[src/sv/ptac_pkg.sv]
// shared types and constants for the pwm tracking adc controller
// no dependencies
`timescale 1ns / 1ps
`default_nettype none

package ptac_pkg;

   localparam int LEVEL_W   = 8;
   localparam int COUNT_W   = 4;
   localparam int CHAN_W    = 2;
   localparam int CSR_IDX_W = 1;
   localparam int CSR_DAT_W = 8;
   localparam int REQ_DAT_W = 8;
   localparam int RSP_DAT_W = 24;

   localparam logic [LEVEL_W-1:0] LEVEL_MAX      = 8'd255;
   localparam logic [LEVEL_W-1:0] LEVEL_MIN      = 8'd0;
   localparam logic [COUNT_W-1:0] COUNT_MAX      = 4'd15;
   localparam logic [LEVEL_W-1:0] RESULT_RESET   = 8'h80;
   localparam logic [LEVEL_W-1:0] OFFSET_RESET   = 8'd4;
   localparam logic [COUNT_W-1:0] CROSSING_RESET = 4'd3;

   typedef enum logic [CSR_IDX_W-1:0] {
      CSR_APPROACH_OFFSET  = 1'b0,
      CSR_CROSSINGS_NEEDED = 1'b1
   } csr_index_type;

   typedef enum logic {
      KIND_START = 1'b0,
      KIND_STEP  = 1'b1
   } kind_type;

endpackage

`default_nettype wire

[src/sv/pwm_tracking_adc_controller.sv]
// pwm-dac tracking adc controller: per-channel results, up/down level tracking
// depends on ptac_pkg
// response: registered, presented in the cycle after its accepted request beat
// throughput: one item per cycle unless rsp_tready stalls the response; the state update
// is a single pass of saturating step and crossing compare ahead of the response register
// reset: synchronous, clears tracking state, sets every stored result to 0x80
// and the csr registers to their defaults
`timescale 1ns / 1ps
`default_nettype none

module pwm_tracking_adc_controller #(
   parameter int CHANNELS = 3
) (
   input  wire                                   clock,
   input  wire                                   reset,
   // kind
   input  wire                                   req_tuser,
   // channel[1:0], comparator_high[2], zero fill
   input  wire  [ptac_pkg::REQ_DAT_W-1:0]        req_tdata,
   input  wire                                   req_tvalid,
   output logic                                  req_tready,
   // conversion_done[0], dac_level[8:1], pwm_active[9], sample_value[17:10], zero fill
   output logic [ptac_pkg::RSP_DAT_W-1:0]        rsp_tdata,
   output logic                                  rsp_tvalid,
   input  wire                                   rsp_tready,
   input  wire                                   csr_valid,
   output logic                                  csr_ready,
   input  wire  [ptac_pkg::CSR_IDX_W-1:0]        csr_index,
   input  wire  [ptac_pkg::CSR_DAT_W-1:0]        csr_data
);

   logic [ptac_pkg::LEVEL_W-1:0] result_ff [CHANNELS];
   logic [ptac_pkg::LEVEL_W-1:0] result_in [CHANNELS];
   logic [ptac_pkg::LEVEL_W-1:0] level_ff, level_in;
   logic [ptac_pkg::COUNT_W-1:0] count_ff, count_in;
   logic                         prev_ff, prev_in;
   logic                         enable_ff, enable_in;
   logic [ptac_pkg::LEVEL_W-1:0] offset_ff;
   logic [ptac_pkg::COUNT_W-1:0] needed_ff;
   logic                         rsp_valid_ff;
   logic [ptac_pkg::RSP_DAT_W-1:0] rsp_data_ff, rsp_data_in;

   logic                         req_beat;
   ptac_pkg::kind_type           kind;
   logic [ptac_pkg::CHAN_W-1:0]  chan;
   logic                         comp_raw, comp;
   logic                         chan_ok;
   logic [ptac_pkg::LEVEL_W-1:0] stored, stored_after, sample;
   logic                         at_rail, finish, done;
   logic [ptac_pkg::LEVEL_W-1:0] step_level;
   logic [ptac_pkg::COUNT_W-1:0] step_count;

   assign kind     = ptac_pkg::kind_type'(req_tuser);
   assign chan     = req_tdata[1:0];
   assign comp_raw = req_tdata[2];
   assign chan_ok  = int'(chan) < CHANNELS;
   assign comp     = chan_ok & comp_raw;

   assign req_tready = !rsp_valid_ff || rsp_tready;
   assign req_beat   = req_tvalid && req_tready;
   assign csr_ready  = 1'b1;
   assign rsp_tvalid = rsp_valid_ff;
   assign rsp_tdata  = rsp_data_ff;

   always_comb begin
      stored = '0;
      for (int i = 0; i < CHANNELS; i++) begin
         if (int'(chan) == i) begin
            stored = result_ff[i];
         end
      end
   end

   // saturating step and crossing count
   always_comb begin
      if (comp) begin
         at_rail    = level_ff == ptac_pkg::LEVEL_MAX;
         step_level = level_ff + 8'd1;
      end else begin
         at_rail    = level_ff == ptac_pkg::LEVEL_MIN;
         step_level = level_ff - 8'd1;
      end
      if (comp != prev_ff && count_ff < ptac_pkg::COUNT_MAX) begin
         step_count = count_ff + 4'd1;
      end else begin
         step_count = count_ff;
      end
   end

   always_comb begin
      level_in     = level_ff;
      count_in     = count_ff;
      prev_in      = prev_ff;
      enable_in    = enable_ff;
      finish       = 1'b0;
      done         = 1'b0;
      stored_after = stored;
      for (int i = 0; i < CHANNELS; i++) begin
         result_in[i] = result_ff[i];
      end
      case (kind)
         ptac_pkg::KIND_START: begin
            if (chan_ok) begin
               level_in  = (stored > offset_ff) ? stored - offset_ff : ptac_pkg::LEVEL_MIN;
               count_in  = '0;
               enable_in = 1'b1;
            end
         end
         default: begin
            if (enable_ff) begin
               if (!at_rail) begin
                  level_in = step_level;
                  count_in = step_count;
                  prev_in  = comp;
               end
               finish = at_rail || (!at_rail && step_count >= needed_ff);
               if (finish) begin
                  count_in  = '0;
                  enable_in = 1'b0;
                  done      = 1'b1;
                  if (chan_ok) begin
                     stored_after = level_in;
                  end
                  for (int i = 0; i < CHANNELS; i++) begin
                     if (chan_ok && int'(chan) == i) begin
                        result_in[i] = level_in;
                     end
                  end
               end
            end
         end
      endcase
      sample      = chan_ok ? stored_after : '0;
      rsp_data_in = {6'd0, sample, enable_in, level_in, done};
   end

   always_ff @(posedge clock) begin
      if (reset) begin
         for (int i = 0; i < CHANNELS; i++) begin
            result_ff[i] <= ptac_pkg::RESULT_RESET;
         end
         level_ff     <= '0;
         count_ff     <= '0;
         prev_ff      <= 1'b0;
         enable_ff    <= 1'b0;
         rsp_valid_ff <= 1'b0;
      end else begin
         if (req_beat) begin
            for (int i = 0; i < CHANNELS; i++) begin
               result_ff[i] <= result_in[i];
            end
            level_ff  <= level_in;
            count_ff  <= count_in;
            prev_ff   <= prev_in;
            enable_ff <= enable_in;
         end
         if (req_beat) begin
            rsp_valid_ff <= 1'b1;
         end else if (rsp_tready) begin
            rsp_valid_ff <= 1'b0;
         end
      end
   end

   always_ff @(posedge clock) begin
      if (req_beat) begin
         rsp_data_ff <= rsp_data_in;
      end
   end

   always_ff @(posedge clock) begin
      if (reset) begin
         offset_ff <= ptac_pkg::OFFSET_RESET;
         needed_ff <= ptac_pkg::CROSSING_RESET;
      end else if (csr_valid && csr_ready) begin
         unique case (ptac_pkg::csr_index_type'(csr_index))
            ptac_pkg::CSR_APPROACH_OFFSET:  offset_ff <= csr_data;
            ptac_pkg::CSR_CROSSINGS_NEEDED: needed_ff <= csr_data[ptac_pkg::COUNT_W-1:0];
            default: ;
         endcase
      end
   end

   // a finished conversion never leaves pwm running
   assert property (@(posedge clock) disable iff (reset)
      rsp_valid_ff && rsp_data_ff[0] |-> !rsp_data_ff[9])
      else $error("done beat with pwm still active");

   // crossings are only counted while a conversion runs
   assert property (@(posedge clock) disable iff (reset)
      count_ff != '0 |-> enable_ff)
      else $error("crossing count nonzero while idle");

   // tracking state only moves on an accepted request beat; checked here for the end of a conversion
   assert property (@(posedge clock) disable iff (reset)
      $fell(enable_ff) |-> $past(req_beat))
      else $error("conversion ended without a request beat");

   // a response appears only after a request beat
   assert property (@(posedge clock) disable iff (reset)
      $rose(rsp_valid_ff) |-> $past(req_beat))
      else $error("response without request");

   // the response register reports the live level
   assert property (@(posedge clock) disable iff (reset)
      req_beat |=> rsp_data_ff[8:1] == level_ff)
      else $error("response level differs from tracking level");

endmodule

`default_nettype wire
[config.mk]
export PLATFORM = sky130hd
export DESIGN_NAME = pwm_tracking_adc_controller
export DESIGN_NICKNAME = d
export VERILOG_FILES = /design/src/sv/ptac_pkg.sv /design/src/sv/pwm_tracking_adc_controller.sv
export SDC_FILE = /design/constraint.sdc
export NUM_CORES = 1
export LEC_CHECK = 0
export ABC_AREA = 1
export BUFFER_PORTS_ARGS = -buffer_cell sky130_fd_sc_hd__buf_2
export CORE_MARGIN = 4
export CORE_UTILIZATION = 55
export DETAILED_ROUTE_END_ITERATION = 10
export PLACE_DENSITY = 0.87
export SLEW_MARGIN = 25
export SYNTH_ARGS = -nofsm -noshare
export SYNTH_HDL_FRONTEND = slang
export SYNTH_SLANG_ARGS = --single-unit
[constraint.sdc]
create_clock -name clock -period 4.6 [get_ports clock]
set_input_delay 0.46 -clock clock [delete_from_list [all_inputs] [get_ports clock]]
set_output_delay 0.46 -clock clock [all_outputs]
set_load 0.005 [all_outputs]
# Word-level counts from Yosys, hierarchy flattened
# Memory sizes are Yosys's and may differ from the RTL's.
# Index checks and enable logic that the tools add are counted.
# totals
mem_count,1
ramBits,24
reg_bits,45
input_bits,23
# mem_list
name,words,word_bits,rd,rd_ports_with_merged_regs,write_ports,line,source
result_ff,3,8,3,0,3,pwm_tracking_adc_controller.sv:32,logic [ptac_pkg::LEVEL_W-1:0] result_ff [CHANNELS];
# op_classes
magnitude_cmp,4
reduce_logical,19
n_bitwise,6
muxes,40
n_addsub,4
n_eq_ne,6
# op_table
operator,n
$mux 8,18
$mux 24,3
$mux 4,6
$mux 1,13
$add 8x1->8 const B,1
$eq 8x8->1 const B,1
$gt 8x8->1,1
$logic_not 8->1,1
$reduce_and 4->1,2
$sub 8x1->8 const B,1
$sub 8x8->8,1
$logic_and 1x1->1,6
$reduce_and 2->1,3
$add 4x1->4 const B,1
$eq 2x2->1 const B,2
$ge 4x4->1,1
$lt 4x4->1 const B,1
$reduce_bool 2->1,2
$ne 3x2->1 const B,1
$or 1x1->1,3
$logic_not 1->1,2
$logic_not 2->1,1
$logic_or 1x1->1,2
$lt 2x2->1 const B,1
other kinds (4),5

# Logic depth before layout (Yosys ltp)
# logic_depth
depth_word,12
mapped_depth,17
mapped_depth_nobuf,17

# Least setup slack after synthesis
# No wires, ideal clock.
# synth_timing
kind,input port to flip-flop
start,in req_tdata[0] (netlist bit)
end,"mem result_ff[0][0] (netlist bit), enable pin"
t_arrival_ps,2750
path_buffers,0
slack_ps,1466
path_stages,15
cell_sequence,nand2_2 -> nand2_4 -> xor2_2 -> nand2_1 -> o21ai_0 -> inv_1 -> ha_1 -> nand2_1 -> o21bai_1 -> and3_1 -> nand2_4 -> nand2_4 -> inv_2 -> nand2_1 -> o21ai_0
# synth_lines
item,line,source
from (decl),pwm_tracking_adc_controller.sv:19,"input wire [ptac_pkg::REQ_DAT_W-1:0] req_tdata,"
to (decl),pwm_tracking_adc_controller.sv:32,

==> metrics.md <==
| Metric | Value |
|---|---|
| Syn-to-layout area delta | `12.1%` |
| Hold Path End | `needed_ff[0]` |
| Max incr delay on CP | `between 0.5 and 0.6 ns` |
| Lkg Pwr | `just over 2 nW` |
| Data arrival time of the worst path | `around 3.4 ns` |
| Depth of the most critical reg-to-reg path | `16` |
| Max-cap check violation count | `0` |
| DRC violations left | `0` |
| Total grt overflow | `0` |
| Setup violations, final | `0` |
| Post-Route WL | `just under 9 mm` |
| Row count | `30` |
| CTS HTree Levels | `3` |
| Synth Cell Area | `about 3900 sq um` |
| TritonCTS clock tree | `done` |
| Die height | `slightly above 90 um` |
| Max Buffers Root-to-Sink | `2` |
| Count leader, synth | `nand2_1` |
| Area after DPL | `roughly 4200 sq um` |
| Yosys top cell area share | `between 30% and 40%` |
| Critical-path cell list | `buf_2 > nand2_2 > nand2_4 > xor2_2 > nand2_1 > o21ai_0 > inv_1 > ha_1 > nand2_1 > o21bai_1 > and3_1 > nand2_4 > nand2_4 > inv_2 > nand2_1 > o21ai_0 > buf_4` |
| Slew Limit Fails | `0` |
| Share of layout cells above drive strength 1 | `between 10% and 20%` |
| Die footprint | `about 8500 sq um` |
| Vias | `3383` |
| Final period util | `between 70% and 80%` |
| Worst r2r dst | `result_ff[0][2]` |
| Crit-path slowest cell | `o21ai_0` |
| Core area | `between 6000 and 7000 sq um` |
| Clock Sinks | `69` |
| Cells after synthesis | `roughly 480` |
| Hold Crit Class | `primary input to flip-flop` |
| Final ANT Viol Nets | `0` |
| CTS resizes | `0` |
| Initial antenna violation count | `0` |
| Worst slew pin tran | `just over 0.8 ns` |
| Num CTS Buffers | `9` |
| Worst Hold Depth | `3` |
| Yosys cell types | `34` |
| DRT Pass-1 Iters | `6` |
| Vias in the first global route | `between 3000 and 4000` |
| Die X | `92.3 um` |
| Ports | `50` |
| Fin. Hold Viols | `0` |
| Postcts setup bufs | `0` |
| Setup TNS | `0 ns` |
| Startpoint Class | `primary input` |
| RSZ-0062 raised after global routing | `no` |
| Synth top area cells | `edfxtp_1, dfxtp_1, nand2_1, ha_1, inv_1` |
| Final clock skew | `0.00773 ns` |
| Status | `complete, no violations` |
| Setup crit end kind | `flip-flop` |
| # diodes | `0` |
| Design Area, Final | `about 4400 sq um` |
| Routability Congestion | `approximately 0.93` |
| IO Port Bufs | `37` |
| FF-to-FF setup slack | `1.28 ns` |
| DP HPWL | `around 6.7 mm` |
| GRT Util Overall | `roughly a fifth` |
| #FFs+latches synth | `69` |
| Root Driver | `clkbuf_8` |
| Fill cells | `589` |
| Commonest cells in the netlist | `nand2_1, inv_1, edfxtp_1, nand3_1, a21oi_1` |
| First DRT Iteration DRCs | `about 330` |
| Largest net degree at the start of global routing | `22` |
| First-pass GRT wire length | `around 14 mm` |
| Flop pwr share | `about 45%` |
| Post-synth EDFFs | `42` |
| Seq/Total Area, Yosys | `between 40 and 50%` |
| Reg2Reg Launch Point | `count_ff[0]` |
| Sw Ratio | `roughly 33%` |
| Slack of the critical path | `~1.3 ns` |
| HP Start | `csr_data[0]` |
| CP Max Fanout | `11` |
| Maximum vdd drop | `0.170 mV` |
| Switch Pwr | `between 0.5 and 0.6 mW` |
| Logic gate share of total power | `22.7%` |
| Power per cell area | `roughly 370 nW/um^2` |
| Synth Flop Type | `edfxtp_1` |
| Setup Slack @ Placement | `around 0.94 ns` |
| Post-synth top area cell | `edfxtp_1` |
| Worst Path Required | `approximately 4.7 ns` |
| Int Power | `around 1.1 mW` |
| Skew-Pair Late Insertion Delay | `roughly 0.36 ns` |
| Setup Crit Path Kind | `primary input to flip-flop` |
| Syn avg cell area | `a little over 8 sq um` |
| Slew HR | `45.8%` |
| Sequential cell area | `approximately 1800 sq um` |
| Post-synthesis async set-or-reset flop share | `0%` |
| Multi-input logic area | `about 1800 sq um` |
| Via density | `about 5.4` |
| Crit path time final | `roughly 3.3 ns` |
| Nets | `approximately 570` |
| DR WL/cell | `about 14 um` |
| Fmax achieved | `0.299 GHz` |
| Clock slew at reported path FFs | `about 0.08 ns` |
| Starting Density | `57.2%` |
| Share of total power in the clock network | `32.2%` |
| Synth warn | `0` |
| Hold-fix buffers at CTS | `0` |
[state kept, by name, summed over array words and instances, names as in the netlist]
name	cells
result_ff	24
rsp_tdata	18
level_ff	8
offset_ff	8
count_ff	4
needed_ff	4
enable_ff	1
prev_ff	1
rsp_tvalid	1
[final cells by class]
cell class	count	share of cell area, %
well taps	96	2.74
flip-flops and latches	69	41.1
multi-input cells	341	41.1
clock buffers	9	2.83
clock inverters	7	1.88
repair buffers	40	4.74
inverters	66	5.65
[logic make-up after synthesis]
kind of cell / Yosys count / share of synthesized area [%]
buffers and inverters: 78 / 8.35
flip-flops: 69 / 46.1
AO/OA/AOI/OAI: 73 / 10.4
AND/OR/NAND/NOR: 235 / 26.5
other: 2 / 0.192
adder cells (fa/ha/maj): 21 / 7.11
XOR/XNOR: 5 / 1.31
[per-layer routing]
layer  track usage (%)  wire, um  up-vias
met5                 0         0        -
met4              8.54       169        0
met3              3.90       713       18
met2              36.6      4330      136
met1              26.7      3610     1554
li1                  -         -     1675
[worst max-delay path: cells and delay by family]
family / cells / cell delay (ns)
AO/OA/AOI/OAI: 3 / 0.84
XOR/XNOR: 1 / 0.26
adder cells (fa/ha/maj): 1 / 0.30
buffers and inverters: 4 / 0.56
AND/OR/NAND/NOR: 8 / 0.99
[through the flow]
step	hold slack, ns	utilization [%]	cells	total power [mW]
2_1_floorplan	0.435	-	488	1.01
3_3_place_gp	0.454	61.1	612	1.09
3_5_place_dp	0.460	61.1	612	1.11
4_1_cts	0.311	64.2	628	1.62
5_1_grt	0.341	64.2	628	1.70
6_report	0.317	64.2	628	1.63
[worst max path at each step]
stage	startpoint	endpoint	slack (ns)	cells after the start
floorplan	req_tdata[0]	result_ff[0][0]	1.47	15
global placement	req_tdata[0]	result_ff[0][4]	1.14	17
detailed placement	req_tdata[0]	result_ff[0][6]	0.94	17
CTS	req_tdata[0]	result_ff[0][2]	1.25	17
global route	count_ff[0]	result_ff[0][4]	0.98	16
finish	req_tdata[0]	result_ff[0][2]	1.26	17
[power groups by stage]
| stage | clock network [mW] | registers (mW) | logic, mW |
|---|---|---|---|
| global route | 0.549 | 0.739 | 0.413 |
| global placement | 0 | 0.746 | 0.348 |
| finish | 0.524 | 0.734 | 0.369 |
| detailed placement | 0 | 0.748 | 0.362 |
| floorplan | 0 | 0.746 | 0.260 |
| CTS | 0.524 | 0.734 | 0.366 |
[layout by cell type (no fill, tap or decap), types with 4 or more instances in the layout]
| master | count |
|---|---|
| ha_1 | 19 |
| nand2_1 | 138 |
| buf_2 | 37 |
| o21ai_0 | 20 |
| nand3_1 | 37 |
| nand3b_1 | 5 |
| nor2_1 | 31 |
| edfxtp_1 | 42 |
| conb_1 | 7 |
| dfxtp_1 | 27 |
| o211ai_1 | 6 |
| a21oi_1 | 36 |
| inv_1 | 63 |
| nand2_4 | 4 |
| clkbuf_8 | 9 |
| nand4_1 | 9 |
| nor2_2 | 4 |
Power figures use the tool's default switching activity.
